===== config.mk =====
export PLATFORM = sky130hd
export DESIGN_NAME = record_header_sync_deframer_top_flat
export DESIGN_NICKNAME = d
export VERILOG_FILES = /design/src/rhsd_pkg.sv /design/src/rhsd_if.sv /design/src/record_header_sync_deframer_top.sv /design/src/rhsd_cell.sv /design/src/rhsd_check.sv /design/src/rhsd_obuf.sv /design/src/flat_wrapper.sv
export SDC_FILE = /design/constraint.sdc
export NUM_CORES = 1
export LEC_CHECK = 0
export ABC_AREA = 1
export BUFFER_PORTS_ARGS = -buffer_cell sky130_fd_sc_hd__buf_2
export CORE_ASPECT_RATIO = 0.75
export CORE_MARGIN = 2
export CORE_UTILIZATION = 45
export CTS_BUF_LIST = sky130_fd_sc_hd__clkbuf_4 sky130_fd_sc_hd__clkbuf_8
export CTS_CLUSTER_DIAMETER = 200
export CTS_CLUSTER_SIZE = 40
export DETAILED_ROUTE_END_ITERATION = 10
export PLACE_DENSITY = 0.69
export SLEW_MARGIN = 0
export SYNTH_ARGS = -nofsm -noshare
export SYNTH_HDL_FRONTEND = slang
export SYNTH_SLANG_ARGS = --single-unit

===== constraint.sdc =====
create_clock -name clk_i -period 7.1 [get_ports clk_i]
set_clock_uncertainty 0.15 [all_clocks]
set_input_delay 1.42 -clock clk_i [delete_from_list [all_inputs] [get_ports clk_i]]
set_output_delay 1.42 -clock clk_i [all_outputs]
set_load 0.02 [all_outputs]

===== src/rhsd_pkg.sv =====
package rhsd_pkg;

  localparam int HEADER_BYTES = 10;
  localparam int CELLS        = HEADER_BYTES - 1;
  localparam int SUM_BYTES    = HEADER_BYTES - 2;

  localparam logic [7:0] MARK_BYTE = 8'h14;
  localparam logic [7:0] ZERO_BYTE = 8'h00;
  localparam logic [7:0] INV_MASK  = 8'hFF;

  localparam logic EV_PAYLOAD = 1'b0;
  localparam logic EV_HEADER  = 1'b1;

  // header byte positions, 0 is the mark
  localparam int POS_ADDR3 = 1;
  localparam int POS_ADDR2 = 2;
  localparam int POS_ADDR1 = 3;
  localparam int POS_ADDR0 = 4;
  localparam int POS_ZERO  = 6;
  localparam int POS_LEN1  = 7;
  localparam int POS_LEN0  = 8;

  typedef struct packed {
    logic [7:0] data;
    logic       mark;
  } cell_t;

  typedef struct packed {
    logic        event_kind;
    logic [31:0] target_address;
    logic [7:0]  payload_byte;
    logic [15:0] record_length;
    logic        last_in_record;
  } result_t;

  typedef struct packed {
    logic        ok;
    logic [31:0] offset;
    logic [15:0] length;
  } hdr_t;

endpackage


===== src/rhsd_if.sv =====
interface rhsd_in_if;
  logic       valid;
  logic       ready;
  logic [7:0] stream_byte;

  modport source (output valid, output stream_byte, input ready);
  modport sink   (input valid, input stream_byte, output ready);
endinterface

interface rhsd_out_if;
  logic        valid;
  logic        ready;
  logic        event_kind;
  logic [31:0] target_address;
  logic [7:0]  payload_byte;
  logic [15:0] record_length;
  logic        last_in_record;

  modport source (output valid, output event_kind, output target_address,
                  output payload_byte, output record_length, output last_in_record,
                  input ready);
  modport sink   (input valid, input event_kind, input target_address,
                  input payload_byte, input record_length, input last_in_record,
                  output ready);
endinterface


===== src/record_header_sync_deframer_top.sv =====
// Record header deframer. One stream byte is taken per clock while the
// two-entry result buffer has room, so the block runs at one byte per cycle
// and results appear in the cycle after transfer. While hunting, bytes move
// through a nine-cell shift chain; each 0x14 entering it is a header
// candidate, checked against the incoming byte when it reaches the last
// cell. A bad candidate is dropped and the next 0x14 already in the chain
// takes its turn. An accepted header gives a header event and the following
// record_length bytes pass through as payload events with running addresses.
module record_header_sync_deframer_top (
  input  logic         clk_i,
  input  logic         rst_ni,
  rhsd_in_if.sink      in_i,
  rhsd_out_if.source   out_o
);

  rhsd_pkg::cell_t [rhsd_pkg::CELLS-1:0] cells;
  rhsd_pkg::cell_t [rhsd_pkg::CELLS-1:0] cells_in;
  rhsd_pkg::hdr_t                        hdr;
  rhsd_pkg::result_t                     res;
  rhsd_pkg::result_t                     res_out;

  logic        in_payload_q, in_payload_d;
  logic [15:0] remaining_q, remaining_d;
  logic [31:0] addr_q, addr_d;
  logic        buf_full;
  logic        fire;
  logic        hunt_shift;
  logic        hdr_accept;
  logic        push;
  logic [15:0] remaining_dec;

  assign in_i.ready = !buf_full;
  assign fire       = in_i.valid && !buf_full;
  assign hunt_shift = fire && !in_payload_q;
  assign hdr_accept = hunt_shift && hdr.ok;
  assign push       = fire && (in_payload_q || hdr_accept);

  always_comb begin
    cells_in[0].data = in_i.stream_byte;
    cells_in[0].mark = (in_i.stream_byte == rhsd_pkg::MARK_BYTE);
    for (int k = 1; k < rhsd_pkg::CELLS; k++) begin
      cells_in[k] = cells[k-1];
    end
  end

  for (genvar g = 0; g < rhsd_pkg::CELLS; g++) begin : g_cell
    rhsd_cell u_cell (
      .clk_i   (clk_i),
      .rst_ni  (rst_ni),
      .shift_i (hunt_shift),
      .clear_i (hdr_accept),
      .cell_i  (cells_in[g]),
      .cell_o  (cells[g])
    );
  end

  rhsd_check u_check (
    .cells_i (cells),
    .byte_i  (in_i.stream_byte),
    .hdr_o   (hdr)
  );

  assign remaining_dec = remaining_q - 16'd1;

  always_comb begin
    in_payload_d = in_payload_q;
    remaining_d  = remaining_q;
    addr_d       = addr_q;
    if (in_payload_q) begin
      res.event_kind     = rhsd_pkg::EV_PAYLOAD;
      res.target_address = addr_q;
      res.payload_byte   = in_i.stream_byte;
      res.record_length  = '0;
      res.last_in_record = (remaining_q == 16'd1);
      if (fire) begin
        addr_d       = addr_q + 32'd1;
        remaining_d  = remaining_dec;
        in_payload_d = (remaining_dec != 16'd0);
      end
    end else begin
      res.event_kind     = rhsd_pkg::EV_HEADER;
      res.target_address = hdr.offset;
      res.payload_byte   = '0;
      res.record_length  = hdr.length;
      res.last_in_record = 1'b0;
      if (hdr_accept) begin
        addr_d       = hdr.offset;
        remaining_d  = hdr.length;
        in_payload_d = (hdr.length != 16'd0);
      end
    end
  end

  always_ff @(posedge clk_i or negedge rst_ni) begin
    if (!rst_ni) begin
      in_payload_q <= 1'b0;
      remaining_q  <= '0;
      addr_q       <= '0;
    end else begin
      in_payload_q <= in_payload_d;
      remaining_q  <= remaining_d;
      addr_q       <= addr_d;
    end
  end

  rhsd_obuf u_obuf (
    .clk_i   (clk_i),
    .rst_ni  (rst_ni),
    .push_i  (push),
    .data_i  (res),
    .full_o  (buf_full),
    .valid_o (out_o.valid),
    .ready_i (out_o.ready),
    .data_o  (res_out)
  );

  assign out_o.event_kind     = res_out.event_kind;
  assign out_o.target_address = res_out.target_address;
  assign out_o.payload_byte   = res_out.payload_byte;
  assign out_o.record_length  = res_out.record_length;
  assign out_o.last_in_record = res_out.last_in_record;

endmodule


===== src/rhsd_cell.sv =====
module rhsd_cell (
  input  logic           clk_i,
  input  logic           rst_ni,
  input  logic           shift_i,
  input  logic           clear_i,
  input  rhsd_pkg::cell_t cell_i,
  output rhsd_pkg::cell_t cell_o
);

  logic [7:0] data_q;
  logic       mark_q;

  always_ff @(posedge clk_i or negedge rst_ni) begin
    if (!rst_ni) begin
      mark_q <= 1'b0;
    end else if (clear_i) begin
      mark_q <= 1'b0;
    end else if (shift_i) begin
      mark_q <= cell_i.mark;
    end
  end

  always_ff @(posedge clk_i) begin
    if (shift_i) begin
      data_q <= cell_i.data;
    end
  end

  assign cell_o.data = data_q;
  assign cell_o.mark = mark_q;

endmodule


===== src/rhsd_check.sv =====
module rhsd_check (
  input  rhsd_pkg::cell_t [rhsd_pkg::CELLS-1:0] cells_i,
  input  logic [7:0]                            byte_i,
  output rhsd_pkg::hdr_t                        hdr_o
);

  logic [7:0] win [rhsd_pkg::HEADER_BYTES];
  logic [7:0] sum;

  // oldest cell holds the first window byte
  always_comb begin
    for (int j = 0; j < rhsd_pkg::CELLS; j++) begin
      win[j] = cells_i[rhsd_pkg::CELLS-1-j].data;
    end
    win[rhsd_pkg::HEADER_BYTES-1] = byte_i;
  end

  always_comb begin
    sum = '0;
    for (int k = 1; k <= rhsd_pkg::SUM_BYTES; k++) begin
      sum = sum + win[k];
    end
  end

  assign hdr_o.ok = cells_i[rhsd_pkg::CELLS-1].mark
                 && (win[0] == rhsd_pkg::MARK_BYTE)
                 && (win[rhsd_pkg::POS_ZERO] == rhsd_pkg::ZERO_BYTE)
                 && ((sum ^ rhsd_pkg::INV_MASK) == win[rhsd_pkg::HEADER_BYTES-1]);
  assign hdr_o.offset = {win[rhsd_pkg::POS_ADDR3], win[rhsd_pkg::POS_ADDR2],
                         win[rhsd_pkg::POS_ADDR1], win[rhsd_pkg::POS_ADDR0]};
  assign hdr_o.length = {win[rhsd_pkg::POS_LEN1], win[rhsd_pkg::POS_LEN0]};

endmodule


===== src/rhsd_obuf.sv =====
module rhsd_obuf (
  input  logic              clk_i,
  input  logic              rst_ni,
  input  logic              push_i,
  input  rhsd_pkg::result_t data_i,
  output logic              full_o,
  output logic              valid_o,
  input  logic              ready_i,
  output rhsd_pkg::result_t data_o
);

  rhsd_pkg::result_t mem_q [2];
  logic              wr_ptr_q, wr_ptr_d;
  logic              rd_ptr_q, rd_ptr_d;
  logic [1:0]        count_q, count_d;
  logic              pop;
  logic              push;

  assign full_o  = count_q[1];
  assign valid_o = (count_q != 2'd0);
  assign pop     = valid_o && ready_i;
  assign push    = push_i && !full_o;
  assign data_o  = mem_q[rd_ptr_q];

  always_comb begin
    wr_ptr_d = wr_ptr_q ^ push;
    rd_ptr_d = rd_ptr_q ^ pop;
    count_d  = count_q + {1'b0, push} - {1'b0, pop};
  end

  always_ff @(posedge clk_i or negedge rst_ni) begin
    if (!rst_ni) begin
      wr_ptr_q <= 1'b0;
      rd_ptr_q <= 1'b0;
      count_q  <= 2'd0;
    end else begin
      wr_ptr_q <= wr_ptr_d;
      rd_ptr_q <= rd_ptr_d;
      count_q  <= count_d;
    end
  end

  always_ff @(posedge clk_i) begin
    if (push) begin
      mem_q[wr_ptr_q] <= data_i;
    end
  end

endmodule


===== src/flat_wrapper.sv =====
// flat-port wrapper written by rule: the top's interface ports become plain ports
module record_header_sync_deframer_top_flat 
  (clk_i, rst_ni, in_i_valid, in_i_stream_byte, in_i_ready, out_o_valid, out_o_event_kind, out_o_target_address, out_o_payload_byte, out_o_record_length, out_o_last_in_record, out_o_ready);
  rhsd_in_if in_i_i ();
  rhsd_out_if out_o_i ();
  input  logic clk_i;
  input  logic rst_ni;
  input wire logic [$bits(in_i_i.valid)-1:0] in_i_valid;
  input wire logic [$bits(in_i_i.stream_byte)-1:0] in_i_stream_byte;
  output wire logic [$bits(in_i_i.ready)-1:0] in_i_ready;
  output wire logic [$bits(out_o_i.valid)-1:0] out_o_valid;
  output wire logic [$bits(out_o_i.event_kind)-1:0] out_o_event_kind;
  output wire logic [$bits(out_o_i.target_address)-1:0] out_o_target_address;
  output wire logic [$bits(out_o_i.payload_byte)-1:0] out_o_payload_byte;
  output wire logic [$bits(out_o_i.record_length)-1:0] out_o_record_length;
  output wire logic [$bits(out_o_i.last_in_record)-1:0] out_o_last_in_record;
  input wire logic [$bits(out_o_i.ready)-1:0] out_o_ready;
  assign in_i_i.valid = in_i_valid;
  assign in_i_i.stream_byte = in_i_stream_byte;
  assign in_i_ready = in_i_i.ready;
  assign out_o_valid = out_o_i.valid;
  assign out_o_event_kind = out_o_i.event_kind;
  assign out_o_target_address = out_o_i.target_address;
  assign out_o_payload_byte = out_o_i.payload_byte;
  assign out_o_record_length = out_o_i.record_length;
  assign out_o_last_in_record = out_o_i.last_in_record;
  assign out_o_i.ready = out_o_ready;
  record_header_sync_deframer_top u_core (.clk_i(clk_i), .rst_ni(rst_ni), .in_i(in_i_i), .out_o(out_o_i));
endmodule

==> results.toml <==
[run_status]
run_status = "finished clean"

[synth]
yosys.area.top_type_share_pct = 44.3
synth_async_sr_flop_share_pct = 24.8
synth.lib_cells_used.distinct = 39
post_synth_main_area_contributors = "edfxtp_1, nand2_1, dfrtp_1, fa_1, inv_1"
synthesis.yosys.warnings = 0
avgSynthCellArea_um2 = 9.60
synth-seq-cells = 250
synth_edf_count = 188
postSynthCellCount = 1326
synth_sequential_area_ratio_pct = 56.5
synth_fp_nets = 1393
yosys_most_used_dff = "edfxtp_1"
synthesis.area_um2 = 12700
netlist.top_cell.by_area = "edfxtp_1"

[finish]
drive_gt1_share_pct = 10.2
postLayoutCoreUtil_pct = 49.0
area.sequential_um2 = 7200
antenna_cells = 0
fillCellCount = 2547
layout-area-overhead-vs-synth_pct = 7.44
finalNetCount = 1439
multi_input_area_um2 = 4720

[clock_network]
clk_pin_slew_worst_paths_ns = 0.23
tritoncts_clock_tree = "yes"
htreeDepth = 1
clkLatencyLatePin_ns = 0.56
cts-buffers-inserted = 10
cts-root-to-sink-buffers = 3
tritoncts_num_sinks = 250
post_cts_buffers = 0
post_cts_hold_buffer_count = 0
cts.root.buffer_cell = "clkbuf_8"
cts_resized = 0

[sta]
maxSlewViolCount = 0
min_period_over_period_pct = 84.2
totalNegativeSetupSlack_ns = 0
timing_worst_slew_pin_value_ns = 1.14
clock.fmax_mhz = 167
setup_viol = 0
final_hold_viol_count = 0
clock_period_minus_final_worst_setup_slack_ns = 5.98
slew_headroom_pct = 24.3
unrepaired_setup_endpoints_after_global_routing = "false"

[power_and_ir_drop]
leakagePower_nw = 6.00
total_power_w = 0.00435
power.ir.vdd_worst_mv = 0.157
power_density_nw_per_um2 = 318

[floorplanning]
fp-row-count = 53
core-area_um2 = 27900
die_width_um = 198
fp.dieH_um = 150
start_util_pct = 45.6
ioPinCount = 72
fp.dieArea_um2 = 29700

[worst_setup_path]
worst-endpoint-required_ns = 7.15
cp_max_fo = 37
criticalPathCategory = "reg -> reg"
cp-end-kind = "flop"
rrSetupSlack_ns = 1.12
worstPathArrival_ns = 6.03
cp-start-kind = "flop"
worstReg2RegStart = "u_core.g_cell[5].u_cell.data_q[2]$_DFFE_PP_"
cells_on_worst_reg2reg_path = 21
reg2reg_to = "u_core.u_obuf.mem_q[0][31]$_DFFE_PP_"

[detailed_routing]
drt_iter0_drc = 1062
drt_first_pass_iters = 6
post_drt_wl_per_cell_um = 16.8
routed_wirelength_mm = 29.7
detail-route-antenna-nets = 0
viasPerCell = 5.21
detail_route.drc_violations = 0
route.vias.total = 9167

[global_routing]
antenna_found_initial = 0
globalRouteOverflowTotal = 0
grt_util_all_layers_pct = 20.6
wire_length_of_the_first_global_routing_pass_mm = 47.6
first_global_vias = 8492
grt_max_degree = 80

[placed_design]
finalWeightedCongestion = 0.906
detailed_place_hpwl_mm = 21.0
io_buffer_count = 71

[worst_hold_path]
destination_of_the_worst_hold_path = "u_core.g_cell[6].u_cell.data_q[6]$_DFFE_PP_"
min_from = "u_core.g_cell[5].u_cell.data_q[6]$_DFFE_PP_"
hold-path-cell-count = 0
worstHoldPathType = "reg -> reg"

[run]
drv.max_cap_violation_count = 0
[final cells by class]
class                      count  area share [%]
sequential                   250            52.6
clock buffer                  15            1.33
clock inverter                 1           0.220
inverter                     161            4.42
tap                          385            3.52
multi-input combinational    869            34.5
timing repair buffer          80            3.37
[power by group]
part           switching, W  internal, W  total, W
Clock              0.000428     0.000174  0.000601
Combinational       0.00115     0.000536   0.00168
Sequential         0.000199      0.00186   0.00206
Total               0.00177      0.00257   0.00435
[how the worst max path moves through the flow]
stage,start,end,slack [ns],cells after the start
detailed placement,u_core.g_cell[5].u_cell.data_q[2]$_DFFE_PP_,u_core.u_obuf.mem_q[0][34]$_DFFE_PP_,1.26,21
global placement,u_core.g_cell[5].u_cell.data_q[2]$_DFFE_PP_,u_core.u_obuf.mem_q[0][31]$_DFFE_PP_,1.39,21
finish,u_core.g_cell[5].u_cell.data_q[2]$_DFFE_PP_,u_core.u_obuf.mem_q[0][31]$_DFFE_PP_,1.12,21
global route,u_core.g_cell[5].u_cell.data_q[2]$_DFFE_PP_,u_core.u_obuf.mem_q[0][31]$_DFFE_PP_,0.70,21
floorplan,u_core.g_cell[5].u_cell.data_q[2]$_DFFE_PP_,u_core.u_obuf.mem_q[1][0]$_DFFE_PP_,0.81,21
CTS,u_core.g_cell[5].u_cell.data_q[2]$_DFFE_PP_,u_core.u_obuf.mem_q[0][32]$_DFFE_PP_,1.12,21
[worst max-delay path, cell delays in order, from the launching register on]
cell,delay (ns)
edfxtp_1,0.50
fa_1,0.56
inv_1,0.06
fa_1,0.50
fa_1,0.52
fa_1,0.56
inv_1,0.05
ha_1,0.25
fa_1,0.47
nand2_1,0.08
nand2_1,0.05
nor2_1,0.11
nand2_1,0.06
nor2_1,0.09
nand4_1,0.08
nor2_1,0.17
nand3_2,0.14
nand2_2,0.09
nand2_2,0.05
inv_1,0.11
ha_2,0.60
buf_12,0.32
[logic make-up after synthesis]
group / Yosys count / synth area share, %
and+or+nand+nor: 711 / 24.1
DFF: 250 / 56.5
buffers and inverters: 207 / 6.55
AOI/OAI and AO/OA: 81 / 3.61
adders and majority gates: 55 / 7.71
xor gates and xnor gates: 22 / 1.51
[synthesized netlist by cell type (18+ instances only)]
| library cell | n |
|---|---|
| nor3_1 | 18 |
| inv_1 | 156 |
| nand3_2 | 23 |
| clkbuf_1 | 23 |
| nand2_1 | 477 |
| nand3_1 | 70 |
| edfxtp_1 | 188 |
| nor2_1 | 72 |
| dfrtp_1 | 62 |
| o21ai_0 | 52 |
| nand4_1 | 23 |
| fa_1 | 39 |
[placed cells by master, fill, tap and decap left out, types with 6 or more instances in the layout]
master | Yosys | final
nand3_2 | 23 | 23
nor2_1 | 72 | 70
o22ai_1 | 8 | 8
dfrtp_1 | 62 | 60
buf_4 | 0 | 6
o21ai_0 | 52 | 52
o21bai_1 | 6 | 6
clkbuf_8 | 0 | 11
nor3_1 | 18 | 18
xnor2_1 | 6 | 6
xor2_1 | 16 | 16
inv_1 | 156 | 156
o211ai_1 | 7 | 7
buf_2 | 13 | 71
fa_1 | 39 | 39
edfxtp_1 | 188 | 188
nand4_1 | 23 | 23
ha_1 | 16 | 14
nand2_1 | 477 | 477
nor4_1 | 11 | 11
nand3_1 | 70 | 70
[sequential cells by signal, indices dropped and copies added (netlist names)]
signal / flops
u_core.u_obuf.mem_q: 116
u_core.g_cell.u_cell.data_q: 72
u_core.addr_q: 32
u_core.remaining_q: 16
u_core.g_cell.u_cell.mark_q: 9
u_core.u_obuf.count_q: 2
u_core.in_payload_q: 1
u_core.u_obuf.rd_ptr_q: 1
u_core.u_obuf.wr_ptr_q: 1
[routing by layer]
layer  track usage [%]  vias up  routed length [µm]
li1                  -     4378                   -
met1              32.9     4422               14200
met2              29.6      342               12800
met3              3.65       25                2320
met4              3.23        0                 395
met5                 0        -                   0
[through the flow]
stage          hold WS, ns  cells  instance area [µm²]  worst slack (ns)
4_1_cts              0.333   1761                13700              1.12
6_report             0.334   1761                13700              1.12
5_1_grt              0.345   1761                13700             0.701
3_5_place_dp         0.285   1745                13500              1.26
3_3_place_gp         0.281   1745                13500              1.39
2_1_floorplan        0.276   1326                12700             0.813
No activity file was read; power rests on OpenSTA's default activity.
